===== config.mk =====
export PLATFORM = sky130hd
export DESIGN_NAME = dsu_sqrt
export DESIGN_NICKNAME = d
export VERILOG_FILES = /design/src/design/dsu_pkg.sv /design/src/design/dsu_sqrt.sv
export SDC_FILE = /design/constraint.sdc
export NUM_CORES = 1
export LEC_CHECK = 0
export BUFFER_PORTS_ARGS = -buffer_cell sky130_fd_sc_hd__buf_2
export CAP_MARGIN = 20
export CORE_ASPECT_RATIO = 1.5
export CORE_MARGIN = 2
export CORE_UTILIZATION = 43
export CTS_CLUSTER_SIZE = 25
export DETAILED_ROUTE_END_ITERATION = 12
export PLACE_DENSITY = 0.67
export SLEW_MARGIN = 20
export SYNTH_ARGS = -nofsm -noshare
export SYNTH_HDL_FRONTEND = slang
export SYNTH_SLANG_ARGS = --single-unit

===== constraint.sdc =====
create_clock -name clock -period 13.5 [get_ports clock]
set_input_delay 0 -clock clock [delete_from_list [all_inputs] [get_ports clock]]
set_output_delay 0 -clock clock [all_outputs]
set_load 0.02 [all_outputs]

===== src/design/dsu_pkg.sv =====
// ----------------------------------------------------------------------------
// dsu_pkg: shared types and constants for the descriptive statistics unit
// Beat formats, status codes and fixed-point widths used by the top level, log2 and square-root units.
// ----------------------------------------------------------------------------
package dsu_pkg;

   localparam int DEFAULT_MAX_SAMPLES = 64;
   localparam int SAMPLE_W            = 32;
   // reciprocal of a raw sample is 2^RECIP_SHIFT / r
   localparam int RECIP_SHIFT         = 48;
   // log2 in Q5.32
   localparam int LOG_INT_W           = 5;
   localparam int LOG_FRAC_W          = 32;
   localparam int LOG_W               = LOG_INT_W + LOG_FRAC_W;

   localparam logic [1:0] STATUS_OK       = 2'd0;
   localparam logic [1:0] STATUS_ZERO     = 2'd1;
   localparam logic [1:0] STATUS_OVERFLOW = 2'd2;

   typedef struct packed {
      logic [SAMPLE_W-1:0] sample;
      logic                is_last;
   } req_type;

   typedef struct packed {
      logic [SAMPLE_W-1:0] arith_mean;
      logic [SAMPLE_W-1:0] std_dev;
      logic [SAMPLE_W-1:0] geo_mean;
      logic [SAMPLE_W-1:0] harm_mean;
      logic [SAMPLE_W-1:0] max_value;
      logic [SAMPLE_W-1:0] min_value;
      logic [1:0]          status;
   } rsp_type;

endpackage


===== src/design/dsu_sqrt.sv =====
// ----------------------------------------------------------------------------
// dsu_sqrt: iterative integer square root of a 64-bit value
// Digit-by-digit method, one result bit per cycle.
// ----------------------------------------------------------------------------
module dsu_sqrt (
   input  logic                         clock,
   input  logic                         reset,
   input  logic                         start,
   input  logic [63:0]                  arg,
   output logic                         done,
   output logic [dsu_pkg::SAMPLE_W-1:0] root
);
   import dsu_pkg::*;

   logic        run_ff, run_in;
   logic        done_ff, done_in;
   logic [63:0] val_ff, val_in;
   logic [63:0] res_ff, res_in;
   logic [63:0] bit_ff, bit_in;
   logic [63:0] trial;

   always_comb begin
      run_in  = run_ff;
      done_in = 1'b0;
      val_in  = val_ff;
      res_in  = res_ff;
      bit_in  = bit_ff;
      trial   = res_ff + bit_ff;
      if (start) begin
         run_in = 1'b1;
         val_in = arg;
         res_in = '0;
         bit_in = 64'd1 << 62;
      end else if (run_ff) begin
         if (val_ff >= trial) begin
            val_in = val_ff - trial;
            res_in = (res_ff >> 1) + bit_ff;
         end else begin
            res_in = res_ff >> 1;
         end
         bit_in = bit_ff >> 2;
         if (bit_ff[0]) begin
            run_in  = 1'b0;
            done_in = 1'b1;
         end
      end
   end

   always_ff @(posedge clock) begin
      if (reset) begin
         run_ff  <= 1'b0;
         done_ff <= 1'b0;
      end else begin
         run_ff  <= run_in;
         done_ff <= done_in;
      end
      val_ff <= val_in;
      res_ff <= res_in;
      bit_ff <= bit_in;
   end

   assign done = done_ff;
   assign root = res_ff[SAMPLE_W-1:0];

endmodule


==> out/results.tsv <==
metric	value	unit
powerDensity	157.5	mW/mm²
drc	0	
synth_area_leader_cell	dfxtp_1	
critPathKind	flip-flop to flip-flop	
port_buffers	99	
fillCellCount	3468	
end_kind	flip-flop	
wl	46820	µm
holdWs	34.68	ps
start_util	43.32	%
grt_pass1_wl	74600	µm
synth_area_leaders	dfxtp_1 13%, edfxtp_1 12%, ha_1 11%	
worstSetupStartpointType	flip-flop	
ys_seq_elements	162	
synth.top_cell.area_share	12.71	%
seq_area_frac_synth	25.16	%
drt-initial-drc-count	872	
cp.required	13590	ps
die-area	0.03746	mm²
irDropWorstVdd	94.22	µV
vias	14760	
nets	2194	
setup_tns	0	ps
synth_edf_count	64	
post-place-ws	6243	ps
firstDrtPassIters	5	
finalSetupViolCount	0	
synthCells	1956	
synth-async-reset-ratio	0	%
cp_max_fo	70	
post-cts-setup-buffer-count	0	
period_minus_slack	7413	ps
cts.sinks	162	
cp.arrival	7500	ps
clk_latency	460	ps
max_freq	134.9	MHz
placeableCoreArea	0.03563	mm²
hold_class	input pin to flip-flop	
syn_nets	2154	
ys_types	94	
status	finished, final reports clean	
grt_antenna_before_repair	0	
drive_gt1_share	9.905	%
ios	100	
fin_area	0.01708	mm²
grt_use_total	25.15	%
grt_max_degree	83	
ys_warn_count	0	
htree_levels	4	
numCtsBuffers	17	
clk_pin_slew	70	ps
clk_path_buf_depth	2	
multi_input_area	0.01069	mm²
wl_per_cell	18.82	µm
regArea	0.003887	mm²
syn2layout_area_growth	10.66	%
clock_skew	9.123	ps
tightest_slew	907.8	ps
layout_setup_ws	6087	ps
cts_root_buffer	clkbuf_16	
maxSlewViolCount	0	
grt_pass1_vias	14650	
post_dp_cell_area	0.01589	mm²
max_cap_viol_count	0	
gp_congestion	0.9454	
drt.antenna.violating_nets	0	
vias_per_cell	5.936	
fp.dieH	236.0	µm
p_leak	0.006575	µW
slew_headroom	39.48	%
grt-ovfl-total	0	
num_rows	85	
synthesis.area	0.01543	mm²
synth_area_per_cell	7.891	µm²
final.period_utilization	54.91	%
dieWidth	158.7	µm
rsz0062_at_grt	false	
ys.flop_type	dfxtp_1	
cts_tree	built	
fin_util	47.94	%
dp_hpwl	35630	µm
hold_viol_final	0	
antenna_cells	0	
==> worst paths after layout <==
check             startpoint          to  slack [ps]  cells past startpoint
setup / recovery  res_ff[30]  val_ff[50]        6090                     21
hold reg to reg    res_ff[0]   res_ff[0]         510                      2
hold / removal       arg[53]  val_ff[53]          30                      3
setup reg to reg  res_ff[30]  val_ff[50]        6090                     21
==> sequential cells by signal (all words and copies together), names as in the netlist <==
signal,count
run_ff,1
res_ff,64
bit_ff,32
val_ff,64
done,1
==> cells in the final DEF (no fill, tap or decap), drive strengths merged, types with 10 or more instances in the layout <==
master,n
a31o,14
mux2i,45
and3,15
dfxtp,98
nor2b,16
edfxtp,64
clkbuf,19
a31oi,69
ha,130
a21oi,134
and2,18
inv,47
nand3,43
dlygate4sd3,64
a311oi,12
xnor2,84
nor2,197
xor2,69
nor4,10
buf,107
o21a,13
o21ai,176
nand4,44
a21o,50
a21boi,11
o21bai,23
nor3,29
a211oi,47
nand2,204
or3,17
==> critical path, stage by stage, from the launching register on <==
cell,delay (ps)
dfxtp_1,610
ha_1,320
nand4_1,270
nor4_1,550
o31ai_1,220
a21o_1,290
a311o_1,320
nand2_1,140
a41oi_1,170
or2_1,310
o21ai_0,200
xnor2_1,150
ha_1,410
and2_1,210
nand3_1,130
nor4_1,680
nand4_1,260
a21oi_2,300
nor2_4,40
buf_4,350
o21ai_4,280
buf_4,690
==> synthesized netlist by cell type, types with 5 or more instances <==
cell and number:
and3_1 15, nand3_1 43, and2_1 17, a211o_1 8, o2111ai_1 5, a211oi_1 45
buf_4 36, o21ai_1 9, edfxtp_1 64, a21oi_1 132, o221a_2 6, nand4_1 44
o211ai_1 5, and4_1 5, a311oi_1 12, a221oi_1 7, a31oi_1 68, o31ai_1 8
o21bai_1 23, nor2b_1 16, xor2_1 69, or3_1 16, a21o_1 50, o21ai_0 166
a21boi_0 10, dfxtp_1 98, nor4_1 8, o21a_1 13, ha_1 130, xnor2_1 84
nor2_1 195, mux2i_1 45, inv_1 40, nor3b_1 6, a31o_2 14, buf_1 9
nand2_1 203, buf_2 19, nand2b_1 7, nor4b_1 6, nor3_1 26, clkbuf_1 82
==> metal layers <==
metal	share of wire, %	wire length [µm]	global-route usage, %	vias up
met5	0	0	0	-
met4	6.3	2931	15.56	0
met3	3.9	1823	3.950	144
met2	51	24030	45.19	400
met1	39	18030	27.02	6941
li1	-	-	-	7279
==> per-stage QoR <==
| stage | instances | power (µW) |
|---|---|---|
| finish | 2487 | 2690 |
| global route | 2487 | 2881 |
| CTS | 2487 | 2689 |
| detailed placement | 2391 | 2189 |
| global placement | 2391 | 2177 |
| floorplan | 1956 | 1834 |
==> what timing repair did <==
item                                   4_1_cts  5_1_grt
resized for setup                            0        0
endpoints found under the hold margin       74        0
hold buffers                                64        0
==> cell type report <==
class	count	area share (%)
Timing Repair Buffer	171	7.040
Clock inverter	13	0.5714
Sequential cell	162	22.76
Tap cell	478	3.502
Multi-Input combinational cell	1603	62.57
Clock buffer	19	2.659
Inverter	41	0.9010
==> power by group <==
part           switching, µW  internal (µW)  leakage [µW]
Combinational            913            573       0.00485
Sequential              88.9            640       0.00144
Clock                    227            249      0.000275
Total                   1230           1460       0.00657
==> kinds of logic after synthesis <==
logic type,after synthesis,synth area share (%)
compound gates,641,27.54
fa+ha+maj,131,10.67
mux,50,3.283
buf+inv,191,5.707
xor+xnor,153,8.682
flops,162,25.16
simple gates,628,18.96
(Power assumes the default switching activity.)
