$ cat config.mk
export PLATFORM = sky130hd
export DESIGN_NAME = dsu_div
export DESIGN_NICKNAME = d
export VERILOG_FILES = /design/src/design/dsu_div.sv
export SDC_FILE = /design/constraint.sdc
export NUM_CORES = 1
export LEC_CHECK = 0
export BUFFER_PORTS_ARGS = -buffer_cell sky130_fd_sc_hd__buf_2
export CORE_MARGIN = 2
export CORE_UTILIZATION = 50
export DETAILED_ROUTE_END_ITERATION = 7
export GPL_TIMING_DRIVEN = 1
export PLACE_DENSITY = 0.77
export SYNTH_ARGS = -nofsm -noshare
export SYNTH_HDL_FRONTEND = slang
export SYNTH_SLANG_ARGS = --single-unit
$ cat constraint.sdc
create_clock -name clock -period 2.85 [get_ports clock]
set_input_delay 0.285 -clock clock [delete_from_list [all_inputs] [get_ports clock]]
set_output_delay 0.285 -clock clock [all_outputs]
set_load 0.01 [all_outputs]
$ cat src/design/dsu_div.sv
// ----------------------------------------------------------------------------
// dsu_div: iterative restoring divider
// One quotient bit per cycle. The caller left-aligns the dividend and gives
// the number of bits to process; the quotient lands in the low bits.
// ----------------------------------------------------------------------------
module dsu_div #(
   parameter int NUM_W = 71,
   parameter int DEN_W = 56
) (
   input  logic                       clock,
   input  logic                       reset,
   input  logic                       start,
   input  logic [$clog2(NUM_W+1)-1:0] iters,
   input  logic [NUM_W-1:0]           num,
   input  logic [DEN_W-1:0]           den,
   output logic                       done,
   output logic [NUM_W-1:0]           quot
);
   localparam int CNT_W = $clog2(NUM_W + 1);

   logic             run_ff, run_in;
   logic             done_ff, done_in;
   logic [CNT_W-1:0] cnt_ff, cnt_in;
   logic [DEN_W-1:0] rem_ff, rem_in;
   logic [NUM_W-1:0] q_ff, q_in;
   logic [DEN_W:0]   shifted;
   logic [DEN_W+1:0] diff;

   always_comb begin
      run_in  = run_ff;
      done_in = 1'b0;
      cnt_in  = cnt_ff;
      rem_in  = rem_ff;
      q_in    = q_ff;
      shifted = {rem_ff, q_ff[NUM_W-1]};
      diff    = {1'b0, shifted} - {2'b00, den};
      if (start) begin
         run_in = 1'b1;
         cnt_in = iters;
         rem_in = '0;
         q_in   = num;
      end else if (run_ff) begin
         if (!diff[DEN_W+1]) begin
            rem_in = diff[DEN_W-1:0];
            q_in   = {q_ff[NUM_W-2:0], 1'b1};
         end else begin
            rem_in = shifted[DEN_W-1:0];
            q_in   = {q_ff[NUM_W-2:0], 1'b0};
         end
         cnt_in = cnt_ff - CNT_W'(1);
         if (cnt_ff == CNT_W'(1)) begin
            run_in  = 1'b0;
            done_in = 1'b1;
         end
      end
   end

   always_ff @(posedge clock) begin
      if (reset) begin
         run_ff  <= 1'b0;
         done_ff <= 1'b0;
      end else begin
         run_ff  <= run_in;
         done_ff <= done_in;
      end
      cnt_ff <= cnt_in;
      rem_ff <= rem_in;
      q_ff   <= q_in;
   end

   assign done = done_ff;
   assign quot = q_ff;

endmodule

==> results.txt <==
----------------------------------------------------
[Yosys]
  Number of library cell types mapped by synthesis ... 67
  Flops & latches, synth ... 136
  Mux contribution to synthesized area ... 0.0957
  Fraction of registers with async set or reset after synthesis ... 0
  Synth Area in Compound Gates ... 0.203
  Mean cell area of the mapped netlist ... 9.01 µm²
  Number of enable-type register cells in the synthesized netlist ... 78
  Cell count after synthesis ... 1030
  Combinational family with the most area after synthesis ... compound AO/OA/AOI/OAI gates
  Post-synthesis share of cell area spent on full adders, half adders and majority gates ... 0.0803
  Sequential cell area fraction in the yosys report ... 0.377
  Post-Synthesis Net Count ... 1226
  Main flop type after synthesis ... sky130_fd_sc_hd__edfxtp_1
  Simple-gate share of the synthesized area ... 0.137
  Post-Synth XOR/XNOR Area ... 0.0491
  Yosys synthesis warning count ... 0
  Post-Syn Area ... 9280 µm²

[Floorplanning]
  Die height ... 140 µm
  Boundary pin count ... 209
  Std cell rows ... 49
  Horizontal extent of the die ... 140 µm
  Core ar. ... 18100 µm²
  Initial Utilization ... 0.513
  Die Footprint ... 19700 µm²

[Place]
  Post-placement cell count ... 1531
  Number of buffers inserted by port buffering ... 208
  Detailed Place HPWL ... 20000 µm
  Post-Place Worst Slack ... -284 ps
  Final GP Congestion ... 0.919

[Timing]
  Measured slew at the worst slew-check pin ... 756 ps
  Number of setup violations in the final report ... 55
  Max-slew violation count ... 0
  Maximum clock skew at final layout ... 14.7 ps
  Final Hold Slack ... 25.8 ps
  Final-report hold violation count ... 0
  Final critical path time including I/O delays and setup ... 3070 ps
  Max transition margin ... 0.495
  Worst setup slack after layout ... -221 ps
  Maximum clock frequency ... 0.326 GHz
  Share of the clock period used by the worst path after layout ... 1.08
  Unrepaired setup endpoints after global routing ... yes

[Global routing]
  Global route total overflow ... 0
  Peak-usage layer in the global routing report ... met2
  Met1 usage ... 0.357
  Maximum number of pins on one net before global-route repair ... 80
  Antenna violations before repair ... 0
  Met2 global-route usage ... 0.451
  GRT Util Overall ... 0.272
  Number of global-route vias before repair ... 8714
  Wire length of the first global-routing pass ... 43300 µm
  Met3 Use GR ... 0.0458

[Clocking]
  Reg clk slew, reported paths ... 70 ps
  TritonCTS clock tree ... built
  H-tree Lvls ... 4
  Number of buffers inserted for hold repair after clock tree synthesis ... 0
  Clock sinks ... 136
  Master cell of the clock root buffer ... sky130_fd_sc_hd__clkbuf_16
  Number of buffers added by the clock tree synthesis step ... 17
  Insertion delay to the later sink of the worst-skew pair ... 430 ps
  Clock Path Buffers ... 2

[Worst setup path]
  Worst path cell trace ... ha_4 > buf_6 > a21oi_4 > o21ai_4 > a2111oi_4 > a21oi_2 > nor3_4 > o41ai_4 > buf_4 > a21oi_4 > buf_6 > clkbuf_16 > nand2_2 > o211a_1 > nor3_2
  Crit path kind ... reg2reg
  Required time reported for the critical path endpoint ... 3200 ps
  Critical Path AT ... 3420 ps
  FF-to-FF End ... rem_ff[40]$_SDFFE_PP0P_
  Worst-case register-to-register setup slack ... -220 ps
  Category of the worst setup path capture point ... register
  Critical path's largest stage delay ... 360 ps
  Kind of launch point of the worst setup path ... register
  Worst R2R Start ... rem_ff[25]$_SDFFE_PP0P_
  Largest fanout on the critical path ... 6
  Library cell contributing the largest single delay on the critical path ... sky130_fd_sc_hd__dfxtp_2
  Number of cell instances on the worst register-to-register path ... 15

[Outcome]
  Run status ... complete, but fails checks
  Violations in the final reports ... setup timing

[Finish]
  Area growth syn-to-layout ... 42.1%
  Share of layout cells above drive strength 1 ... 0.446
  Most frequent standard cell in the layout excluding fill and tap cells ... sky130_fd_sc_hd__buf_2
  Final-stage net count ... 1545
  FILL cells ... 1220
  Area occupied by registers ... 3510 µm²
  Post-route insts no fill ... 1591
  Final core utilization ... 0.729
  Antenna cells ... 0
  Area taken by multi-input logic gates ... 6070 µm²
  Most frequent cells in the layout ... 207 x sky130_fd_sc_hd__buf_2, 122 x sky130_fd_sc_hd__buf_4, 78 x sky130_fd_sc_hd__edfxtp_1

[Min path]
  Cell depth of the worst hold path ... 2
  Path type of the worst min-delay path ... in2reg
  Hold wc startpoint ... reset
  End point of the most critical hold path ... run_ff$_SDFF_PP0_

[Power and ir drop]
  Static power due to leakage ... 5.82 nW
  Highest ir drop seen on vdd ... 405 µV
  Overall power of the completed layout ... 0.00632 W
  Power density over the cells ... 479 nW/µm²

[Routing]
  Via Count ... 9420
  Iteration-0 DRC count of the detailed router ... 692
  Average wire length per cell after detail routing ... 19.1 µm
  Count of nets left with antenna violations after detail routing ... 0
  WL final ... 30500 µm
  Post-detailed-route DRC marker count ... 0
  Detailed-routing iteration count for the pre-antenna-repair pass ... 5
  Ratio of routed vias to standard cells ... 5.92

[Run]
  Number of max-cap violations ... 0

----------------------------------------------------
==> worst max path at each step <==
stage                                       start                      end  slack [ps]
after floorplan                quot[70]$_DFFE_PP_  rem_ff[54]$_SDFFE_PP0P_          10
after global placement                     den[0]  rem_ff[54]$_SDFFE_PP0P_        -210
after detailed placement                   den[7]  rem_ff[40]$_SDFFE_PP0P_        -280
after CTS                      quot[70]$_DFFE_PP_  rem_ff[54]$_SDFFE_PP0P_        -100
after global routing      rem_ff[25]$_SDFFE_PP0P_  rem_ff[40]$_SDFFE_PP0P_        -310
final                     rem_ff[25]$_SDFFE_PP0P_  rem_ff[40]$_SDFFE_PP0P_        -220
==> cells by family after synthesis <==
| group | after synthesis |
|---|---|
| muxes | 80 |
| and+or+nand+nor | 268 |
| buffers and inverters | 131 |
| DFF | 136 |
| AOI/OAI and AO/OA | 304 |
| xor gates and xnor gates | 52 |
| adders and majority gates | 59 |
==> report_power, final <==
| part | switching [W] | total, W | internal (W) |
|---|---|---|---|
| logic | 0.000849 | 0.00157 | 0.000719 |
| clock network | 0.00103 | 0.00237 | 0.00135 |
| registers | 0.000111 | 0.00238 | 0.00227 |
==> per-layer routing <==
layer  share of wire  routed length [µm]  vias up
met5               0                   0        -
met4           0.043                1320        0
li1                -                   -     4394
met3           0.067                2040      119
met2            0.49               15000      452
met1            0.40               12100     4455
==> worst max-delay path, delay by kind of cell (launching register included) <==
| kind | cells | cell delay [ps] |
|---|---|---|
| compound gates | 7 | 1310 |
| flops | 1 | 360 |
| fa+ha+maj | 1 | 210 |
| simple gates | 3 | 420 |
| buf+inv | 4 | 680 |
==> state kept, by name, summed over array words and instances, names as in the netlist <==
register	flops
done	1
cnt_ff	7
quot	71
rem_ff	56
run_ff	1
==> cell usage after synthesis (18+ instances only) <==
| cell type | number | share of area |
|---|---|---|
| sky130_fd_sc_hd__a211oi_1 | 30 | 0.024 |
| sky130_fd_sc_hd__a21oi_1 | 104 | 0.056 |
| sky130_fd_sc_hd__clkbuf_1 | 42 | 0.017 |
| sky130_fd_sc_hd__dfxtp_1 | 58 | 0.13 |
| sky130_fd_sc_hd__edfxtp_1 | 78 | 0.25 |
| sky130_fd_sc_hd__ha_1 | 58 | 0.078 |
| sky130_fd_sc_hd__inv_1 | 72 | 0.029 |
| sky130_fd_sc_hd__mux2_2 | 70 | 0.085 |
| sky130_fd_sc_hd__nand2_1 | 76 | 0.031 |
| sky130_fd_sc_hd__nand2b_1 | 18 | 0.012 |
| sky130_fd_sc_hd__nor2_1 | 91 | 0.037 |
| sky130_fd_sc_hd__o21ai_0 | 67 | 0.036 |
| sky130_fd_sc_hd__xnor2_1 | 29 | 0.027 |
| sky130_fd_sc_hd__xor2_1 | 23 | 0.022 |
==> stage by stage <==
stage,TNS [ps],cell area (µm²)
after global placement,-3630,11400
after floorplan,0,9300
after CTS,-180,12200
final,-6010,13200
after global routing,-11500,13200
after detailed placement,-7620,11400
==> cell type report <==
class,count,area share
multi-input cells,764,0.460
flip-flops and latches,136,0.266
repair buffers,358,0.185
clock buffers,17,0.0322
well taps,229,0.0217
inverters,72,0.0205
clock inverters,15,0.0147
==> what timing repair did <==
action | CTS | global route
pin swaps | 15 | 82
endpoints found under the setup margin | 54 | 57
gates resized for setup | 24 | 186
cloned | 0 | 10
buffers inserted | 8 | 11
(Power assumes the default switching activity.)
