### src/design/dsu_pkg.sv
// ----------------------------------------------------------------------------
// dsu_pkg: shared types and constants for the descriptive statistics unit
// Beat formats, status codes and fixed-point widths used by the top level, log2 and square-root units.
// ----------------------------------------------------------------------------
package dsu_pkg;

   localparam int DEFAULT_MAX_SAMPLES = 64;
   localparam int SAMPLE_W            = 32;
   // reciprocal of a raw sample is 2^RECIP_SHIFT / r
   localparam int RECIP_SHIFT         = 48;
   // log2 in Q5.32
   localparam int LOG_INT_W           = 5;
   localparam int LOG_FRAC_W          = 32;
   localparam int LOG_W               = LOG_INT_W + LOG_FRAC_W;

   localparam logic [1:0] STATUS_OK       = 2'd0;
   localparam logic [1:0] STATUS_ZERO     = 2'd1;
   localparam logic [1:0] STATUS_OVERFLOW = 2'd2;

   typedef struct packed {
      logic [SAMPLE_W-1:0] sample;
      logic                is_last;
   } req_type;

   typedef struct packed {
      logic [SAMPLE_W-1:0] arith_mean;
      logic [SAMPLE_W-1:0] std_dev;
      logic [SAMPLE_W-1:0] geo_mean;
      logic [SAMPLE_W-1:0] harm_mean;
      logic [SAMPLE_W-1:0] max_value;
      logic [SAMPLE_W-1:0] min_value;
      logic [1:0]          status;
   } rsp_type;

endpackage

### src/design/dsu_log2.sv
// ----------------------------------------------------------------------------
// dsu_log2: iterative base-2 logarithm, Q5.32
// Leading-one detect for the integer part, then one truncated squaring of
// the Q1.31 mantissa per cycle for each of the 32 fraction bits.
// ----------------------------------------------------------------------------
module dsu_log2 (
   input  logic                           clock,
   input  logic                           reset,
   input  logic                           start,
   input  logic [dsu_pkg::SAMPLE_W-1:0]   arg,
   output logic                           done,
   output logic [dsu_pkg::LOG_W-1:0]      result
);
   import dsu_pkg::*;

   logic                  run_ff, run_in;
   logic                  done_ff, done_in;
   logic [5:0]            cnt_ff, cnt_in;
   logic [LOG_INT_W-1:0]  exp_ff, exp_in;
   logic [LOG_FRAC_W-1:0] frac_ff, frac_in;
   logic [31:0]           mant_ff, mant_in;
   logic [LOG_INT_W-1:0]  lead;
   logic [63:0]           prod;
   logic [32:0]           sq;

   always_comb begin
      lead = '0;
      for (int i = 0; i < SAMPLE_W; i++) begin
         if (arg[i]) begin
            lead = LOG_INT_W'(i);
         end
      end
      prod    = 64'(mant_ff) * 64'(mant_ff);
      sq      = prod[63:31];
      run_in  = run_ff;
      done_in = 1'b0;
      cnt_in  = cnt_ff;
      exp_in  = exp_ff;
      frac_in = frac_ff;
      mant_in = mant_ff;
      if (start) begin
         run_in  = 1'b1;
         cnt_in  = 6'd32;
         exp_in  = lead;
         frac_in = '0;
         mant_in = arg << (5'd31 - lead);
      end else if (run_ff) begin
         if (sq[32]) begin
            frac_in = {frac_ff[LOG_FRAC_W-2:0], 1'b1};
            mant_in = sq[32:1];
         end else begin
            frac_in = {frac_ff[LOG_FRAC_W-2:0], 1'b0};
            mant_in = sq[31:0];
         end
         cnt_in = cnt_ff - 6'd1;
         if (cnt_ff == 6'd1) begin
            run_in  = 1'b0;
            done_in = 1'b1;
         end
      end
   end

   always_ff @(posedge clock) begin
      if (reset) begin
         run_ff  <= 1'b0;
         done_ff <= 1'b0;
      end else begin
         run_ff  <= run_in;
         done_ff <= done_in;
      end
      cnt_ff  <= cnt_in;
      exp_ff  <= exp_in;
      frac_ff <= frac_in;
      mant_ff <= mant_in;
   end

   assign done   = done_ff;
   assign result = {exp_ff, frac_ff};

endmodule

### config.mk
export PLATFORM = sky130hd
export DESIGN_NAME = dsu_log2
export DESIGN_NICKNAME = d
export VERILOG_FILES = /design/src/design/dsu_pkg.sv /design/src/design/dsu_log2.sv
export SDC_FILE = /design/constraint.sdc
export NUM_CORES = 2
export LEC_CHECK = 0
export BUFFER_PORTS_ARGS = -buffer_cell sky130_fd_sc_hd__buf_2
export CORE_AREA = 2 2 280 282
export CTS_CLUSTER_DIAMETER = 60
export DETAILED_ROUTE_END_ITERATION = 10
export DIE_AREA = 0 0 282 284
export GPL_TIMING_DRIVEN = 0
export PLACE_DENSITY = 0.61
export SYNTH_ARGS = -nofsm -noshare
export SYNTH_HDL_FRONTEND = slang
export SYNTH_SLANG_ARGS = --single-unit
### constraint.sdc
create_clock -name clock -period 17.2 [get_ports clock]
set_clock_uncertainty 0.15 [all_clocks]
set_input_delay 1.72 -clock clock [delete_from_list [all_inputs] [get_ports clock]]
set_output_delay 1.72 -clock clock [all_outputs]
set_load 0.02 [all_outputs]
==> out/results.txt <==
Commonest register cell after synthesis: sky130_fd_sc_hd__dfxtp_1. The synthesized netlist occupies a cell area of 0.0336 sq mm. Yosys printed 0 warnings.

After synthesis, the cell types taking the most area are sky130_fd_sc_hd__fa_1 (47%), sky130_fd_sc_hd__ha_1 (11%), sky130_fd_sc_hd__inv_1 (11%). Clock latency on the worst-skew pair, taken at its later pin, is 0.35 ns. Counting the fill cells in the layout gives 7594. The area share of the largest cell type after synthesis works out to 0.471. The clock net in this run drives a total of 77 sinks.

The relative area change from synthesis to final layout is 5.85%. The min-delay analysis places its worst path in the category reg2reg. After routing, the total negative slack on setup checks comes to 0 ns. The count of port buffers added during placement was 72.

In this run, post-CTS hold repair placed 0 buffers. In this run the vertical extent of the chip is 284 microns. The worst max-slew margin expressed relative to the limit is 0.0235. After detailed routing, the average wire length per cell comes to 22.5 microns. The placed wire-length estimate came out at 88.3 mm. The portion of the clock cycle consumed by the worst path in the final layout came out at 0.657. Root buffer selected by CTS: sky130_fd_sc_hd__clkbuf_16.

Max-cap violations in this run came to 0. The async set-reset flop share out of synthesis is 0, and the buffer count from post-CTS setup fixing is 0. The core region is 0.0770 sq mm. The logs give 33 for the pin count of the biggest net entering global routing and 7 for the initial antenna violation count.

Clock tree synthesis inserted a total of 9 buffers. The clock period minus worst slack is 11.30 ns, and the number of routed nets with antenna violations is 0. Timing would allow up to 88.5 MHz. The die is 282 microns wide. For the aggregate routed wire length, the log shows 107 mm. After synthesis the netlist holds a flip-flop and latch count of 77. The congestion estimate from routability-driven global placement came to 0.978.

In this run, distinct cell masters in the synthesized netlist total 81. STA classifies the critical path startpoint as a flop. Number of pins with negative max-slew slack in the final report: 0. For the critical path data arrival time, the log shows 11.23 ns. STA classifies the critical path endpoint as a flop. Number of DRC markers in iteration 0: 2404. The floorplan step defined a die boundary enclosing 0.0801 sq mm. The flow ran to the end, and the final reports show no timing, DRC or antenna violations.

The data required time at the worst endpoint was 17.13 ns; the count of boundary I/O pins was 73. In this run, synthesis inferred 37 flip-flops with an integrated enable. The tools report the maximum clock insertion buffer count as 2.

The clock-pin slew of the registers on the worst-case setup and hold paths is 0.07 ns. The setup violation total in the final timing report was 0; the via count of the first global-routing pass was 27.0k. A synthesized cell averages 9.30 sq um. The first global-routing pass estimated 164 mm of wire. The ratio of routed vias to standard cells is 5.32, and the cell count after synthesis is 3618. The total number of placement rows came out at 102. TritonCTS built the clock tree. The first-pass iteration count of the detailed router is 6, and the residual DRC count is 0.

The share of final-layout standard cells stronger than drive strength 1 is 0.0405, and the sequential element share of the synthesized area is 0.0568. Once the clock tree was built, the resizer swapped 0 gates to a different size. The effective utilization at floorplan was 0.437. Top cell type by total area after synthesis: sky130_fd_sc_hd__fa_1.

Summed over all layers, the global routing overflow is 0. Critical path start-end classification: reg2reg. Counting every net in the synthesized netlist gives 4743.

At the pin with the least slew margin, the transition time is 1.46 ns. For the count of endpoints failing hold in the final timing report, the log shows 0. At the end of the flow, the number of nets in the layout was 4826.

Setup repair after global routing left no endpoint under its margin. The total track usage is 0.276. The largest driver fanout on the critical path came out at 10. Across all layers, the routed design uses 25.3k vias.

In this run the number of H-tree levels came out at 3.
[per-layer routing]
layer  global-route usage  wire length [microns]
met3               0.0480                   8840
met2                0.442                  49500
met1                0.366                  42500
met5                    0                     25
met4                0.122                   6050
[cell families (layout without fill, tap and decap cells)]
| kind of cell | count (synthesis) | count (layout) | synth area share |
|---|---|---|---|
| AOI/OAI and AO/OA | 300 | 300 | 0.0610 |
| xor gates and xnor gates | 78 | 78 | 0.0205 |
| adders and majority gates | 1090 | 1090 | 0.582 |
| buffers and inverters | 1141 | 1229 | 0.129 |
| DFF | 77 | 77 | 0.0568 |
| muxes | 111 | 111 | 0.0333 |
| other | 0 | 2 | 0 |
| and+or+nand+nor | 821 | 821 | 0.117 |
[stage by stage]
| stage | hold slack (ns) | utilization | cells | cell area [sq um] | setup WS, ns |
|---|---|---|---|---|---|
| after floorplan | 0.311 | - | 3618 | 33600 | 9.11 |
| after global placement | 0.322 | 0.459 | 4730 | 35300 | 5.99 |
| after detailed placement | 0.330 | 0.459 | 4730 | 35300 | 6.07 |
| after CTS | 0.351 | 0.463 | 4746 | 35600 | 6.04 |
| after global routing | 0.378 | 0.463 | 4746 | 35600 | 5.67 |
| final | 0.346 | 0.463 | 4748 | 35600 | 5.90 |
[flip-flops by register name (all words and copies together), names as in the netlist]
name,cells
frac_ff,32
exp_ff,5
cnt_ff,6
mant_ff,32
run_ff,1
done,1
[Yosys cell counts, types with 20 or more instances]
library cell and number:
sky130_fd_sc_hd__inv_1 989, sky130_fd_sc_hd__fa_1 791, sky130_fd_sc_hd__nand2_1 321, sky130_fd_sc_hd__ha_1 299
sky130_fd_sc_hd__and2_1 231, sky130_fd_sc_hd__nor2_1 153, sky130_fd_sc_hd__clkbuf_1 110, sky130_fd_sc_hd__mux2i_1 105
sky130_fd_sc_hd__a21oi_1 68, sky130_fd_sc_hd__o21ai_0 54, sky130_fd_sc_hd__dfxtp_1 40, sky130_fd_sc_hd__xnor2_1 40
sky130_fd_sc_hd__edfxtp_1 37, sky130_fd_sc_hd__xor2_1 37, sky130_fd_sc_hd__a21o_1 32, sky130_fd_sc_hd__nand4_1 21
sky130_fd_sc_hd__nor3_1 20
[cell usage in the layout (no fill, tap or decap), drive strengths merged, types with 21 or more instances in the layout]
master	n
clkbuf	120
a21o	32
and2	231
nand4	21
ha	299
nand2	321
fa	791
dfxtp	40
xor2	38
o21ai	57
buf	107
xnor2	40
mux2i	105
inv	996
nor3	21
edfxtp	37
nor2	153
a21oi	68
[path summary, 6_finish.rpt]
kind	start	endpoint	slack, ns	depth (start not counted)
setup reg to reg	mant_ff[13]$_DFFE_PP_	mant_ff[8]$_DFFE_PP_	5.90	27
setup / recovery	mant_ff[13]$_DFFE_PP_	mant_ff[8]$_DFFE_PP_	5.90	27
hold reg to reg	cnt_ff[1]$_SDFFE_PP0P_	cnt_ff[1]$_SDFFE_PP0P_	0.35	2
hold / removal	cnt_ff[1]$_SDFFE_PP0P_	cnt_ff[1]$_SDFFE_PP0P_	0.35	2
[cell type report]
class	instances	area, sq um	share of cell area
diodes	2	5.00	0.000141
plain buffers	146	607	0.0170
clock buffers	9	225	0.00633
clock inverters	7	75.1	0.00211
inverters	995	3730	0.105
multi-input cells	2400	27400	0.769
flip-flops and latches	77	1910	0.0537
well taps	1040	1300	0.0365
repair buffers	72	360	0.0101
[worst max-delay path, stage by stage, from the launching register on]
cell                       delay [ns]
sky130_fd_sc_hd__edfxtp_1        0.74
sky130_fd_sc_hd__clkbuf_1        1.00
sky130_fd_sc_hd__clkbuf_1        1.06
sky130_fd_sc_hd__nand2_1         0.24
sky130_fd_sc_hd__inv_1           0.14
sky130_fd_sc_hd__fa_1            0.39
sky130_fd_sc_hd__inv_1           0.08
sky130_fd_sc_hd__fa_1            0.44
sky130_fd_sc_hd__fa_1            0.49
sky130_fd_sc_hd__fa_1            0.54
sky130_fd_sc_hd__inv_1           0.06
sky130_fd_sc_hd__fa_1            0.56
sky130_fd_sc_hd__fa_1            0.43
sky130_fd_sc_hd__fa_1            0.58
sky130_fd_sc_hd__fa_1            0.43
sky130_fd_sc_hd__ha_1            0.28
sky130_fd_sc_hd__clkbuf_1        0.35
sky130_fd_sc_hd__nand4_1         0.29
sky130_fd_sc_hd__or4bb_1         0.57
sky130_fd_sc_hd__a21oi_1         0.47
sky130_fd_sc_hd__nand2_1         0.25
sky130_fd_sc_hd__a31oi_4         0.35
sky130_fd_sc_hd__o211ai_4        0.12
sky130_fd_sc_hd__nand3b_4        0.11
sky130_fd_sc_hd__xor2_2          0.32
sky130_fd_sc_hd__buf_4           0.25
sky130_fd_sc_hd__nor2_1          0.06
sky130_fd_sc_hd__a211o_1         0.25
Power is not shown: default switching activity piles up to over one toggle a cycle in this logic, so the estimate is an artifact.
